[src/design/sector_cache_tag_controller_macros.svh]
// Assertion macros shared by the sector cache tag controller.
`ifndef SECTOR_CACHE_TAG_CONTROLLER_MACROS_SVH
`define SECTOR_CACHE_TAG_CONTROLLER_MACROS_SVH

// Same-cycle implication, sampled on clk, quiet while arst_n is low
`define SCTC_ASSERT_IMP(lbl, ante, cons, msg) \
	lbl: assert property (@(posedge clk) disable iff (!arst_n) (ante) |-> (cons)) \
		else $error(msg);

// Next-cycle implication, sampled on clk, quiet while arst_n is low
`define SCTC_ASSERT_NXT(lbl, ante, cons, msg) \
	lbl: assert property (@(posedge clk) disable iff (!arst_n) (ante) |=> (cons)) \
		else $error(msg);

`endif

[src/design/sctc_pkg.sv]
// Types and constants shared by the sector cache tag controller and its slot cells.
package sctc_pkg;

	localparam int CACHE_SLOTS = 8;
	localparam int IDX_W       = (CACHE_SLOTS > 1) ? $clog2(CACHE_SLOTS) : 1;
	localparam int CNT_W       = $clog2(CACHE_SLOTS + 1);
	localparam int TAG_W       = 32;
	localparam int SLOT_W      = 3;
	localparam int ACT_W       = 3;
	localparam int REQ_W       = 2;
	localparam int CFG_W       = 4;

	typedef logic [IDX_W-1:0] idx_t;
	typedef logic [CNT_W-1:0] cnt_t;

	typedef enum logic [ACT_W-1:0] {
		ACT_READY  = 3'd0,
		ACT_WBACK  = 3'd1,
		ACT_FILL   = 3'd2,
		ACT_BYPASS = 3'd3,
		ACT_DONE   = 3'd4
	} action_t;

	typedef enum logic [REQ_W-1:0] {
		REQ_READ  = 2'd0,
		REQ_WRITE = 2'd1,
		REQ_FLUSH = 2'd2,
		REQ_INVAL = 2'd3
	} req_t;

	// Broadcast to every cell: what the search looks for
	typedef struct packed {
		logic             flush;
		logic [TAG_W-1:0] sector;
		cnt_t             n;
		idx_t             vic_idx;
	} look_t;

	// Broadcast to every cell: state update for this cycle
	typedef struct packed {
		logic inval;
		logic wr;
		logic wr_dirty;
		logic set_dirty;
		logic clr_dirty;
		idx_t idx;
	} cmd_t;

	// Handed from cell to cell along the row
	typedef struct packed {
		logic             found;
		idx_t             idx;
		logic [TAG_W-1:0] tag;
		logic             vdirty;
		logic [TAG_W-1:0] vtag;
	} chain_t;

endpackage

[src/design/sector_cache_tag_controller.sv]
// Tag controller of a fully associative write-back sector cache, round-robin replacement.
//
// Use: requests enter on in_valid/in_stall with req_type and sector; one word
// each. Results leave on out_valid/out_stall, one word per action, the final
// word of a request marked by last. cfg_we/cfg_wdata set slots_in_use; the user
// writes it only while the block is idle, which the block does not enforce;
// invalidate after changing it. A request is taken in the idle state and decided
// in the decide state, which loads the output register once it is free. Hit,
// bypass and invalidate give one word each; a clean miss fill and ready, a dirty
// miss writeback, fill and ready; a flush one writeback per dirty slot, then done.
// The sequencer emits one result word per cycle through a single output register
// while the receiver does not stall; the tag search runs through the row of slot
// cells in the decide state. One request is in work at a time; the next is taken
// while the last result word still waits in the output register.
// Reset: all slots invalid and clean, victim pointer at slot 0, slots_in_use
// at 8. A stalled receiver holds the output word and pauses the sequencer.
`include "sector_cache_tag_controller_macros.svh"

module sector_cache_tag_controller (
	input  logic                         clk,
	input  logic                         arst_n,
	input  logic                         cfg_we,
	input  logic [sctc_pkg::CFG_W-1:0]   cfg_wdata,
	input  logic                         in_valid,
	output logic                         in_stall,
	input  logic [sctc_pkg::REQ_W-1:0]   req_type,
	input  logic [sctc_pkg::TAG_W-1:0]   sector,
	output logic                         out_valid,
	input  logic                         out_stall,
	output logic [sctc_pkg::ACT_W-1:0]   action,
	output logic [sctc_pkg::SLOT_W-1:0]  slot,
	output logic [sctc_pkg::TAG_W-1:0]   disk_sector,
	output logic                         was_hit,
	output logic                         last
);
	import sctc_pkg::*;

	typedef enum logic [2:0] {
		ST_IDLE,
		ST_DECIDE,
		ST_FILL,
		ST_READY,
		ST_FLUSH
	} state_t;

	state_t             state_q, state_d;
	req_t               req_q;
	logic [TAG_W-1:0]   sector_q;
	idx_t               victim_q, victim_d;
	idx_t               vp_q, vp_d;
	logic [CFG_W-1:0]   slots_q;

	logic               out_valid_q;
	action_t            action_q;
	logic [SLOT_W-1:0]  slot_q;
	logic [TAG_W-1:0]   disk_sector_q;
	logic               was_hit_q;
	logic               last_q;

	logic               out_free;
	logic               emit;
	action_t            e_action;
	logic [SLOT_W-1:0]  e_slot;
	logic [TAG_W-1:0]   e_sect;
	logic               e_hit;
	logic               e_last;

	cnt_t               n;
	idx_t               v;
	cnt_t               v_inc;
	idx_t               v_next;

	look_t              look;
	cmd_t               cmd;
	chain_t             chain [CACHE_SLOTS+1];
	chain_t             res;
	logic [CACHE_SLOTS-1:0] valid_vec;
	logic [CACHE_SLOTS-1:0] dirty_vec;

	// Row of slot cells
	assign chain[0] = '0;
	for (genvar g = 0; g < CACHE_SLOTS; g++) begin : g_cell
		sctc_cell u_cell (
			.clk    (clk),
			.arst_n (arst_n),
			.my_idx (idx_t'(g)),
			.look   (look),
			.cmd    (cmd),
			.cin    (chain[g]),
			.cout   (chain[g+1]),
			.valid  (valid_vec[g]),
			.dirty  (dirty_vec[g])
		);
	end
	assign res = chain[CACHE_SLOTS];

	// Effective slot count and round-robin victim
	always_comb begin
		if (int'(slots_q) > CACHE_SLOTS) begin
			n = cnt_t'(CACHE_SLOTS);
		end else begin
			n = cnt_t'(slots_q);
		end
		v      = (cnt_t'(vp_q) < n) ? vp_q : '0;
		v_inc  = cnt_t'(v) + cnt_t'(1);
		v_next = (v_inc >= n) ? '0 : idx_t'(v_inc);
	end

	assign out_free = !out_valid_q || !out_stall;
	assign in_stall = (state_q != ST_IDLE);

	assign look.flush   = (state_q == ST_FLUSH);
	assign look.sector  = sector_q;
	assign look.n       = n;
	assign look.vic_idx = v;

	// Sequencer: next state, result word and slot updates
	always_comb begin
		state_d       = state_q;
		vp_d          = vp_q;
		victim_d      = victim_q;
		emit          = 1'b0;
		e_action      = ACT_DONE;
		e_slot        = '0;
		e_sect        = '0;
		e_hit         = 1'b0;
		e_last        = 1'b0;
		cmd.inval     = 1'b0;
		cmd.wr        = 1'b0;
		cmd.wr_dirty  = (req_q == REQ_WRITE);
		cmd.set_dirty = 1'b0;
		cmd.clr_dirty = 1'b0;
		cmd.idx       = victim_q;
		unique case (state_q)
			ST_IDLE: begin
				if (in_valid) begin
					state_d = ST_DECIDE;
				end
			end
			ST_DECIDE: begin
				if (out_free) begin
					unique case (req_q) inside
						REQ_FLUSH: begin
							state_d = ST_FLUSH;
						end
						REQ_INVAL: begin
							cmd.inval = 1'b1;
							emit      = 1'b1;
							e_action  = ACT_DONE;
							e_last    = 1'b1;
							state_d   = ST_IDLE;
						end
						REQ_READ, REQ_WRITE: begin
							if (n == '0) begin
								emit     = 1'b1;
								e_action = ACT_BYPASS;
								e_sect   = sector_q;
								e_last   = 1'b1;
								state_d  = ST_IDLE;
							end else if (res.found) begin
								cmd.idx       = res.idx;
								cmd.set_dirty = (req_q == REQ_WRITE);
								emit          = 1'b1;
								e_action      = ACT_READY;
								e_slot        = SLOT_W'(res.idx);
								e_sect        = sector_q;
								e_hit         = 1'b1;
								e_last        = 1'b1;
								state_d       = ST_IDLE;
							end else begin
								vp_d     = v_next;
								victim_d = v;
								cmd.idx  = v;
								emit     = 1'b1;
								e_slot   = SLOT_W'(v);
								if (res.vdirty) begin
									e_action = ACT_WBACK;
									e_sect   = res.vtag;
									state_d  = ST_FILL;
								end else begin
									cmd.wr   = 1'b1;
									e_action = ACT_FILL;
									e_sect   = sector_q;
									state_d  = ST_READY;
								end
							end
						end
						default: begin
							state_d = ST_IDLE;
						end
					endcase
				end
			end
			ST_FILL: begin
				if (out_free) begin
					cmd.wr   = 1'b1;
					emit     = 1'b1;
					e_action = ACT_FILL;
					e_slot   = SLOT_W'(victim_q);
					e_sect   = sector_q;
					state_d  = ST_READY;
				end
			end
			ST_READY: begin
				if (out_free) begin
					emit     = 1'b1;
					e_action = ACT_READY;
					e_slot   = SLOT_W'(victim_q);
					e_sect   = sector_q;
					e_last   = 1'b1;
					state_d  = ST_IDLE;
				end
			end
			ST_FLUSH: begin
				if (out_free) begin
					emit = 1'b1;
					if (res.found) begin
						cmd.idx       = res.idx;
						cmd.clr_dirty = 1'b1;
						e_action      = ACT_WBACK;
						e_slot        = SLOT_W'(res.idx);
						e_sect        = res.tag;
					end else begin
						e_action = ACT_DONE;
						e_last   = 1'b1;
						state_d  = ST_IDLE;
					end
				end
			end
			default: begin
				state_d = ST_IDLE;
			end
		endcase
	end

	// State, request hold and output register
	always_ff @(posedge clk or negedge arst_n) begin
		if (!arst_n) begin
			state_q       <= ST_IDLE;
			req_q         <= REQ_READ;
			sector_q      <= '0;
			victim_q      <= '0;
			vp_q          <= '0;
			out_valid_q   <= 1'b0;
			action_q      <= ACT_DONE;
			slot_q        <= '0;
			disk_sector_q <= '0;
			was_hit_q     <= 1'b0;
			last_q        <= 1'b0;
		end else begin
			state_q  <= state_d;
			vp_q     <= vp_d;
			victim_q <= victim_d;
			if (state_q == ST_IDLE && in_valid) begin
				req_q    <= req_t'(req_type);
				sector_q <= sector;
			end
			if (emit) begin
				out_valid_q   <= 1'b1;
				action_q      <= e_action;
				slot_q        <= e_slot;
				disk_sector_q <= e_sect;
				was_hit_q     <= e_hit;
				last_q        <= e_last;
			end else if (!out_stall) begin
				out_valid_q <= 1'b0;
			end
		end
	end

	// Configuration register
	always_ff @(posedge clk or negedge arst_n) begin
		if (!arst_n) begin
			slots_q <= 4'd8;
		end else if (cfg_we) begin
			slots_q <= cfg_wdata;
		end
	end

	assign out_valid   = out_valid_q;
	assign action      = action_q;
	assign slot        = slot_q;
	assign disk_sector = disk_sector_q;
	assign was_hit     = was_hit_q;
	assign last        = last_q;

	// Checks
	`SCTC_ASSERT_NXT(a_accept_decide, in_valid && !in_stall, state_q == ST_DECIDE, "request not decided after accept")
	`SCTC_ASSERT_IMP(a_hit_ready, out_valid && was_hit, action == ACT_READY && last, "hit flag on a non-final word")
	`SCTC_ASSERT_IMP(a_dirty_valid, 1'b1, (dirty_vec & ~valid_vec) == '0, "dirty mark on an invalid slot")

endmodule

[src/design/sctc_cell.sv]
// One cache slot: tag, valid and dirty marks, and its link in the search chain.
module sctc_cell (
	input  logic            clk,
	input  logic            arst_n,
	input  sctc_pkg::idx_t  my_idx,
	input  sctc_pkg::look_t look,
	input  sctc_pkg::cmd_t  cmd,
	input  sctc_pkg::chain_t cin,
	output sctc_pkg::chain_t cout,
	output logic            valid,
	output logic            dirty
);
	import sctc_pkg::*;

	logic             valid_q;
	logic             dirty_q;
	logic [TAG_W-1:0] tag_q;
	logic             sel;
	logic             in_use;
	logic             match;
	logic             take;
	logic             is_vic;

	assign sel    = (cmd.idx == my_idx);
	assign in_use = (cnt_t'(my_idx) < look.n);
	assign is_vic = (look.vic_idx == my_idx);

	// Candidate: dirty slot for flush, tag match for lookup
	assign match = valid_q && in_use && (look.flush ? dirty_q : (tag_q == look.sector));
	assign take  = match && !cin.found;

	// Pass the lowest candidate and the victim's state along the row
	always_comb begin
		cout.found  = cin.found || match;
		cout.idx    = take ? my_idx : cin.idx;
		cout.tag    = take ? tag_q : cin.tag;
		cout.vdirty = cin.vdirty || (is_vic && valid_q && dirty_q);
		cout.vtag   = is_vic ? tag_q : cin.vtag;
	end

	// Valid and dirty marks
	always_ff @(posedge clk or negedge arst_n) begin
		if (!arst_n) begin
			valid_q <= 1'b0;
			dirty_q <= 1'b0;
		end else if (cmd.inval) begin
			valid_q <= 1'b0;
			dirty_q <= 1'b0;
		end else if (cmd.wr && sel) begin
			valid_q <= 1'b1;
			dirty_q <= cmd.wr_dirty;
		end else if (cmd.set_dirty && sel) begin
			dirty_q <= 1'b1;
		end else if (cmd.clr_dirty && sel) begin
			dirty_q <= 1'b0;
		end
	end

	// Tag, written on fill
	always_ff @(posedge clk) begin
		if (cmd.wr && sel) begin
			tag_q <= look.sector;
		end
	end

	assign valid = valid_q;
	assign dirty = dirty_q;

endmodule
[config.mk]
export PLATFORM = sky130hd
export DESIGN_NAME = sector_cache_tag_controller
export DESIGN_NICKNAME = d
export VERILOG_FILES = /design/src/design/sctc_pkg.sv /design/src/design/sector_cache_tag_controller.sv /design/src/design/sctc_cell.sv
export VERILOG_INCLUDE_DIRS = /design/src /design/src/design
export SDC_FILE = /design/constraint.sdc
export NUM_CORES = 1
export LEC_CHECK = 0
export BUFFER_PORTS_ARGS = -buffer_cell sky130_fd_sc_hd__buf_4
export CAP_MARGIN = 20
export CORE_UTILIZATION = 30
export DETAILED_ROUTE_END_ITERATION = 8
export GPL_TIMING_DRIVEN = 0
export HOLD_SLACK_MARGIN = 0.15
export PLACE_DENSITY = 0.42
export SLEW_MARGIN = 20
export SYNTH_ARGS = -nofsm -noshare
export SYNTH_HDL_FRONTEND = slang
export SYNTH_SLANG_ARGS = --single-unit
[constraint.sdc]
create_clock -name clk -period 10.1 [get_ports clk]
set_input_delay 3.03 -clock clk [delete_from_list [all_inputs] [get_ports clk]]
set_output_delay 3.03 -clock clk [all_outputs]
set_load 0.03 [all_outputs]
### Word level (Yosys, flattened, before mapping)

Cells that the tools add are included.

| storage, ports and cells | value |
|---|---|
| register bits after elaboration | 360 |
| bits in latches | 0 |
| bits in writable memories | 0 |
| memory bits (read-only) | 0 |
| input bits | 43 |
| output and inout bits | 42 |
| word-level logic and storage cells | 359 |
| memories | 0 |

| operators by class | value |
|---|---|
| $add $sub $neg | 1 |
| $mul | 0 |
| div/mod/pow operators | 0 |
| $lt $le $gt $ge | 11 |
| eq/ne operators | 36 |
| shift operators | 0 |
| mux-type cells | 157 |
| bitwise gates (word level) | 2 |
| reduce and logical (&&, ||, !) cells | 116 |

Operators by type and width:

| kind | number |
|---|---|
| $mux W32 | 24 |
| $eq A32 B32 Y1 | 8 |
| $pmux W32 S3 | 1 |
| $mux W1 | 84 |
| $mux W3 | 28 |
| $logic_and A1 B1 Y1 | 64 |
| $reduce_bool A4 Y1 | 8 |
| $eq A3 B3 Y1 const B | 9 |
| $eq A3 B2 Y1 const B | 6 |
| $lt A3 B4 Y1 const A | 4 |
| $mux W2 | 8 |
| $reduce_bool A2 Y1 | 8 |
| $logic_or A1 B1 Y1 | 15 |
| $pmux W3 S5 | 1 |
| $mux W4 | 3 |
| $ne A2 B2 Y1 const B | 6 |
| $pmux W3 S2 | 2 |
| $pmux W3 S4 | 1 |
| $eq A3 B1 Y1 const B | 3 |
| $logic_not A1 Y1 | 9 |
| $logic_not A3 Y1 | 3 |
| $pmux W3 S3 | 1 |
| $lt A1 B4 Y1 const A | 2 |
| $lt A2 B4 Y1 const A | 2 |
| 17 further kinds | 23 |

### Logic depth before layout (Yosys ltp)

Gate-level depths: netlist of run 1.

| logic depth | value |
|---|---|
| word-level depth | 25 |
| mapped depth | 23 |
| gate-level depth less buffers | 19 |

### Cells and area by module

From an unflattened synthesis of run 1, not the netlist that was laid out.

| unflattened totals | value |
|---|---|
| cell total of the unflattened synthesis | 2627 |
| area total of the unflattened synthesis | 26285.2 µm² |

By module, submodules not included:

| module | instances | cells an instance | area an instance (µm²) | sequential area each (µm²) |
|---|---|---|---|---|
| sctc_cell | 8 | 277 | 2718.9 | 1011.0 |
| sector_cache_tag_controller | 1 | 411 | 4534.3 | 2204.6 |

### Worst setup path before layout of run 1

OpenSTA, ideal clock, no wires.

| path | value |
|---|---|
| path kind | input to register |
| start | input out_stall |
| end | register g_cell[4].u_cell.tag_q[0] (enable) |
| library setup time | 0.505 ns |
| arrival | 7.713 ns |
| required time | 9.595 ns |
| path slack | 1.883 ns |
| cell stages on the path | 8 |
| buffers on the path | 0 |
| cells stage by stage | nand2_1 -> nand2_1 -> nor4_1 -> nand2_1 -> o2111ai_1 -> and3_4 -> o21ai_0 -> nor4_1 |

| on the way | value |
|---|---|
| longest elaborated chain between the ends | 6 |
| elaborated cells between the ends (all ways) | 10 |
| those cells by class | eq/ne (1); mux (6); reduce/logical (3) |

Ends and longest elaborated chain:

| what | line | RTL |
|---|---|---|
| start: declaration | sector_cache_tag_controller.sv:29 | `input logic out_stall,` |
| $logic_not A1 Y1 (*) | n/a |  |
| $logic_or A1 B1 Y1 (*) | sector_cache_tag_controller.sv:109 | `assign out_free = !out_valid_q \|\| !out_stall;` |
| $mux W4 / $mux W3 (equally long branches) | sector_cache_tag_controller.sv:215, sector_cache_tag_controller.sv:141 |  |
| $pmux W3 S2 | sector_cache_tag_controller.sv:134 | `unique case (state_q)` |
| $eq A3 B3 Y1 | sctc_cell.sv:24 | `assign sel = (cmd.idx == my_idx);` |
| $logic_and A1 B1 Y1 (*) | sctc_cell.sv:61 | `if (cmd.wr && sel) begin` |
| end signal: assignment | sctc_cell.sv:62 | `tag_q <= look.sector;` |
| end: declaration | sctc_cell.sv:17 | `logic [TAG_W-1:0] tag_q;` |

Mark *: on every way between the ends. The rest lies on a longest branch, timed or not.
A chain may end at the register's enable or synchronous reset.

==> results of run 1 <==
==> placed cells by master (no fill, tap or decap), types with 13 or more instances in the layout <==
master,n
buf_6,13
o2bb2ai_1,21
nand2_1,176
a222oi_1,14
clkbuf_1,102
dfrtp_1,102
a31oi_1,24
nor2_1,142
a211oi_1,49
xnor2_1,81
o21ai_0,75
edfxtp_1,256
buf_4,134
buf_2,31
or3_1,15
nand3_1,64
a221oi_1,23
a22oi_1,20
nor3_1,31
inv_1,36
nor4_1,50
o22ai_1,49
nand4_1,35
xor2_1,175
a21oi_1,146
clkbuf_16,46
mux2_2,36
==> worst max path at each step <==
stage,end,slack [ns]
final,disk_sector[27],3.07
after global placement,g_cell[4].u_cell.tag_q[29],-4.31
after CTS,g_cell[4].u_cell.tag_q[30],3.31
after global routing,disk_sector[1],2.93
after detailed placement,g_cell[1].u_cell.tag_q[29],2.79
after floorplan,g_cell[4].u_cell.tag_q[0],1.88
==> power breakdown <==
part / total [mW] / internal [mW] / leakage [nW] / switching, mW
Combinational: 3.85 / 1.18 / 4.26 / 2.67
Clock: 1.78 / 1.09 / 0.778 / 0.694
Sequential: 2.46 / 2.06 / 3.57 / 0.403
Total: 8.09 / 4.33 / 8.60 / 3.77
==> cells in the mapped netlist (23+ instances only) <==
master,count
nand2_1,176
o22ai_1,49
a21oi_1,146
nand3_1,64
o21ai_0,75
a31oi_1,24
clkbuf_1,105
xnor2_1,81
a221oi_1,23
nor4_1,55
mux2_2,36
dfrtp_1,102
nor2_1,144
edfxtp_1,256
a211oi_1,50
nor3_1,39
inv_1,36
xor2_1,175
nand4_1,35
==> per-stage QoR <==
step | setup WS, ns | total power, mW | instances | utilization (%) | cell area, um2
2_1_floorplan | 1.88 | 4.42 | 1981 | - | 20400
3_3_place_gp | -4.31 | 6.21 | 2938 | 32.9 | 22100
3_5_place_dp | 2.79 | 6.22 | 2996 | 33.7 | 22700
4_1_cts | 3.31 | 8.02 | 3079 | 36.1 | 24300
5_1_grt | 2.93 | 8.35 | 3079 | 36.1 | 24300
6_report | 3.07 | 8.09 | 3080 | 36.1 | 24300
==> area by class of cell <==
cell class              count  area, um2  share of cell area, %
diodes                      1       2.50                 0.0103
plain buffers             153        728                   3.00
clock buffers              51       1200                   4.94
clock inverters            32        432                   1.78
inverters                  38        143                  0.587
multi-input cells        1430       9350                   38.5
flip-flops and latches    360      10300                   42.3
well taps                 873       1090                   4.49
repair buffers            142       1070                   4.41
==> metal layers <==
layer  vias to the layer above  track usage [%]  share of wire, %
met5                         -                0             0.038
li1                       7818                -                 -
met1                      9420             43.5                42
met2                      1136             49.8                44
met3                       238             6.30               8.3
met4                         6             14.4               5.2
==> worst max-delay path: stages (launching register included) <==
cell,delay (ns)
dfstp_2,0.58
clkbuf_1,0.37
inv_1,0.19
nand2_1,0.14
ha_1,0.25
nor2_1,0.08
o21ai_0,0.21
nand2_1,0.38
clkbuf_1,0.97
ha_1,0.30
clkbuf_1,0.60
nand3_1,0.16
nand2_1,0.11
a211o_1,0.11
clkbuf_1,0.35
nand4_1,0.78
clkbuf_1,0.71
nor3_1,0.33
a21oi_1,0.06
a31oi_1,0.26
==> cells by family after synthesis <==
logic type,after synthesis,share of synthesized area (%)
adders and majority gates,12,0.736
muxes,44,2.38
and+or+nand+nor,583,13.6
AOI/OAI and AO/OA,535,17.7
xor gates and xnor gates,256,11.0
buffers and inverters,191,4.24
DFF,360,50.4
==> registers in the layout, indices dropped and copies added (netlist names) <==
signal / flops
g_cell.u_cell.tag_q: 256
disk_sector: 32
sector_q: 32
g_cell.u_cell.dirty: 8
g_cell.u_cell.valid: 8
slots_q: 4
action: 3
slot: 3
state_q: 3
victim_q: 3
vp_q: 3
req_q: 2
last: 1
out_valid: 1
was_hit: 1
==> impl_metrics.yaml, run 1 <==
clock_tree:
  cts_made_buffers: 45
  cts_root_buf: "clkbuf_16"
  holdBufCountCts: 0
  cts_max_level: 2
  clock-sinks: 360
  cts_tree: "built"
  clk_path_buf_depth: 3
  ctsResizeCount: 0
  clk_transition_reported_paths_ns: 0.06
  clk_latency_ns: 0.60
  cts_setup_buffers: 0
floorplanning:
  die_area_um2: 69100
  pin_count: 85
  start_util_pct: 30.3
  die_w_um: 263
  core_um2: 67300
  num_rows: 95
  die_h_um: 263
outcome:
  status: "completed"
routing:
  final_antenna_net_count: 0
  firstDrtPassIters: 9
  drt-wirelength-per-cell_um: 36.7
  drt-initial-drc-count: 2611
  route.detailed.drc: 0
  viasPerCell: 6.04
  drt_wl_total_mm: 113
  dr_total_vias: 18618
synthesis:
  synth-edff-count: 256
  synth_area_um2: 20400
  yosysUniqueCellTypes: 74
  yosysTopAreaCellShare_pct: 37.7
  synth-seq-cells: 360
  yosys_warnings: 0
  synth-main-ff-cell: "edfxtp_1"
  syn_nets: 2036
  synth.area.top_cells: "edfxtp_1 38%, dfrtp_1 13%, xor2_1 7.5%"
  synth.largest_area_cell: "edfxtp_1"
  synthArstFlopShare_pct: 28.9
  syn-mean-instance-area_um2: 10.3
  synthCells: 1981
  seq_area_frac_synth_pct: 50.4
global_route:
  grt_max_degree: 64
  gr-total-overflow: 0
  grt_pass1_wl_mm: 152
  grt_use_total_pct: 32.2
  grt_antenna_before_repair: 7
  grt_pass1_vias: 17691
final_layout:
  fill_cells: 6786
  drive_above_1_share_pct: 15.6
  num-nets-final: 2225
  area_delta_synth_final_pct: 19.1
sta:
  worstMarginPinSlew_ns: 1.26
  slew_viol_final: 0
  setup_viol: 0
  fin_skew_ns: 0.0378
  finalHoldViolCount: 0
  tns_ns: 0
  rsz0062_at_grt: "false"
  max_slew_margin_pct: 15.8
  min_period_ns: 7.03
  finalCritPeriodShare_pct: 69.6
  fmax_mhz: 142
  whs_ns: 0.487
worst_setup_path:
  reg2reg_to: "disk_sector[27]"
  reg2reg_depth: 19
  arrival_ns: 7.53
  cp-startpoint: "slots_q[3]"
  reg2reg_setup_slack_ns: 3.07
  cp-start-kind: "register"
  endpoint_kind: "register"
  path_max_fanout: 10
  rr_startpoint: "slots_q[3]"
  critical_path_class: "register to register"
  required_ns: 10.60
min_path:
  min_path_cells: 1
  hp-start: "action[1]"
  whs_endpoint: "action[1]"
  hold_path.class: "register to register"
pwr:
  peakVddDrop_uv: 158
  p_per_area_nw_per_um2: 333
  leakage_nw: 8.60
place:
  place_congestion: 1.06
  place_hpwl_mm: 87.0
  port_buffers: 84
job:
  maxCapViolations: 0
Note: power is estimated with default switching activity, not from simulation.
==> run 2: changes to the inputs <==
==> constraint.sdc (replaced) <==
create_clock -name clk -period 6.8 [get_ports clk]
set_input_delay 2.04 -clock clk [delete_from_list [all_inputs] [get_ports clk]]
set_output_delay 2.04 -clock clk [all_outputs]
set_load 0.03 [all_outputs]
==> run 2 against run 1 <==
  * Final cell count down 0.29%
  * Sequential share of layout area up 0.12 points
  * Routed wire length down 3.3%
  * Clock skew down 0.0073 ns
  * Non-clock buffer count down 8
  * Flip-flop and latch count unchanged
  * Total power up 46%
  * Register-to-register slack worse by 2.7 ns
  * Critical path type unchanged
  * Critical endpoint is now g_cell[6].u_cell.tag_q[2]
==> impl_metrics.yaml, run 2 (synthesis results as in run 1) <==
place:
  place_congestion: 1.03
  pre_cts_ws_ns: -0.138
  dpl_cell_area_um2: 22700
  dp_cells: 2988
  port_buffers: 84
  place_hpwl_mm: 84.2
final_layout:
  diodes: 0
  final_cell_count_no_fill: 3071
  regMostFlops: "g_cell.u_cell.tag_q"
  area_delta_synth_final_pct: 18.7
  final_common_cell: "edfxtp_1"
  drive_above_1_share_pct: 15.3
  fill_cells: 6763
  multiInputGateArea_um2: 9360
  final_cell_mix: "256 x edfxtp_1, 176 x nand2_1, 175 x xor2_1"
  ff_latch_area_um2: 10300
  num-nets-final: 2217
  design_area_um2: 24200
  largest_reg_flops: 256
  fin_util_pct: 36.0
worst_setup_path:
  crit_cells: 21
  required_ns: 7.09
  endpoint_kind: "register"
  reg2reg_depth: 21
  critical_path_class: "register to register"
  crit_buf_inv: 8
  slowest_stage: "dfstp_2"
  cp-start-kind: "register"
  path_max_fanout: 10
  critPathTopFamily: "buffers and inverters"
  slowest_delay_ns: 0.61
  path_cells: "clkbuf_1 > inv_1 > nand2_1 > ha_1 > nor2_1 > o21ai_0 > nand2_1 > clkbuf_2 > ha_1 > clkbuf_1 > nand3_1 > nand2_1 > a211o_1 > clkbuf_1 > nor2_1 > a31o_2 > o21ai_0 > nor3_2 > buf_4 > buf_4 > buf_4"
  arrival_ns: 6.72
sta:
  setup_viol: 0
  finalCritPeriodShare_pct: 94.5
  fin_skew_ns: 0.0305
  slew_viol_final: 0
  min_period_ns: 6.43
  max_slew_margin_pct: 15.8
  final.setup.worst_slack_ns: 0.372
  rsz0062_at_grt: "false"
  finalHoldViolCount: 0
  fmax_mhz: 156
  worstMarginPinSlew_ns: 1.26
routing:
  drt_wl_total_mm: 109
  firstDrtPassIters: 6
  route.detailed.drc: 0
  final_antenna_net_count: 0
  dr_total_vias: 18668
  drt-wirelength-per-cell_um: 35.6
  viasPerCell: 6.08
  drt-initial-drc-count: 2389
pwr:
  peakVddDrop_uv: 184
  total_power_mw: 11.8
  power_frac_seq_pct: 30.8
  internal_power_mw: 6.29
  p_per_area_nw_per_um2: 487
  power.switching_mw: 5.52
  clock_power_share_pct: 21.2
  leakage_nw: 8.53
  swShare_pct: 46.7
  p_comb_share_pct: 48.0
floorplanning:
  pin_count: 85
  core_um2: 67300
  die_h_um: 263
  die_w_um: 263
  num_rows: 95
  die_area_um2: 69100
  start_util_pct: 30.3
clock_tree:
  clock-sinks: 360
  cts_root_buf: "clkbuf_16"
  clk_latency_ns: 0.60
  cts_tree: "built"
  clk_path_buf_depth: 3
  cts_made_buffers: 45
  clk_transition_reported_paths_ns: 0.06
  holdBufCountCts: 0
  cts_max_level: 2
global_route:
  gr-total-overflow: 0
  grt_max_degree: 73
  grt_pass1_vias: 17836
  grt_pass1_wl_mm: 149
  grt_antenna_before_repair: 3
  grt_use_total_pct: 31.0
outcome:
  status: "completed"
min_path:
  hold_path.class: "register to register"
  min_path_cells: 2
job:
  maxCapViolations: 0
## run 2: final timing paths
path,from,end,slack (ns)
max in group asynchronous,arst_n,sector_q[6],4.70
hold / removal,was_hit,was_hit,0.48
setup / recovery,slots_q[3],g_cell[6].u_cell.tag_q[2],0.37
setup reg to reg,slots_q[3],g_cell[6].u_cell.tag_q[2],0.37
hold reg to reg,was_hit,was_hit,0.48
min in group asynchronous,arst_n,slots_q[1],1.32
## run 2: power by group through the flow
| stage | Clock (mW) | Combinational, mW | Sequential [mW] |
|---|---|---|---|
| floorplan | 0 | 2.89 | 3.67 |
| global placement | 0 | 5.39 | 3.68 |
| detailed placement | 0 | 5.47 | 3.67 |
| CTS | 2.55 | 5.49 | 3.63 |
| global route | 2.63 | 5.82 | 3.69 |
| finish | 2.50 | 5.67 | 3.64 |
## run 2: final cells by class
type / instances / share of cell area, %
sequential: 360 / 42.5
multi-input combinational: 1430 / 38.6
clock buffer: 58 / 5.19
tap: 873 / 4.51
timing repair buffer: 134 / 4.49
buffer: 153 / 3.02
clock inverter: 25 / 1.10
inverter: 38 / 0.589
## run 2: metrics by stage
step                      hold WS, ns  setup TNS, ns
after global routing            0.504              0
after detailed placement        0.478         -0.138
after CTS                       0.489              0
after floorplan                 0.477              0
final                           0.478              0
after global placement          0.469       -1142.82
## run 2: what timing repair did
| item | in CTS | in global routing |
|---|---|---|
| setup buffers | 0 | 0 |
| resized for setup | 1 | 4 |
| gates cloned | 0 | 0 |
| endpoints found under the setup margin | 1 | 3 |
## run 2: per-layer routing
metal	track usage (%)	vias up	share of wire [%]
li1	-	7787	-
met1	42.2	9452	42
met2	47.2	1187	44
met3	6.14	236	8.8
met4	14.8	6	5.5
met5	0	-	0.038
## run 2: worst min-delay path, delay by kind of cell (launching register included)
kind            cells  cell delay, ns
flops               1            0.34
compound gates      1            0.06
simple gates        1            0.05
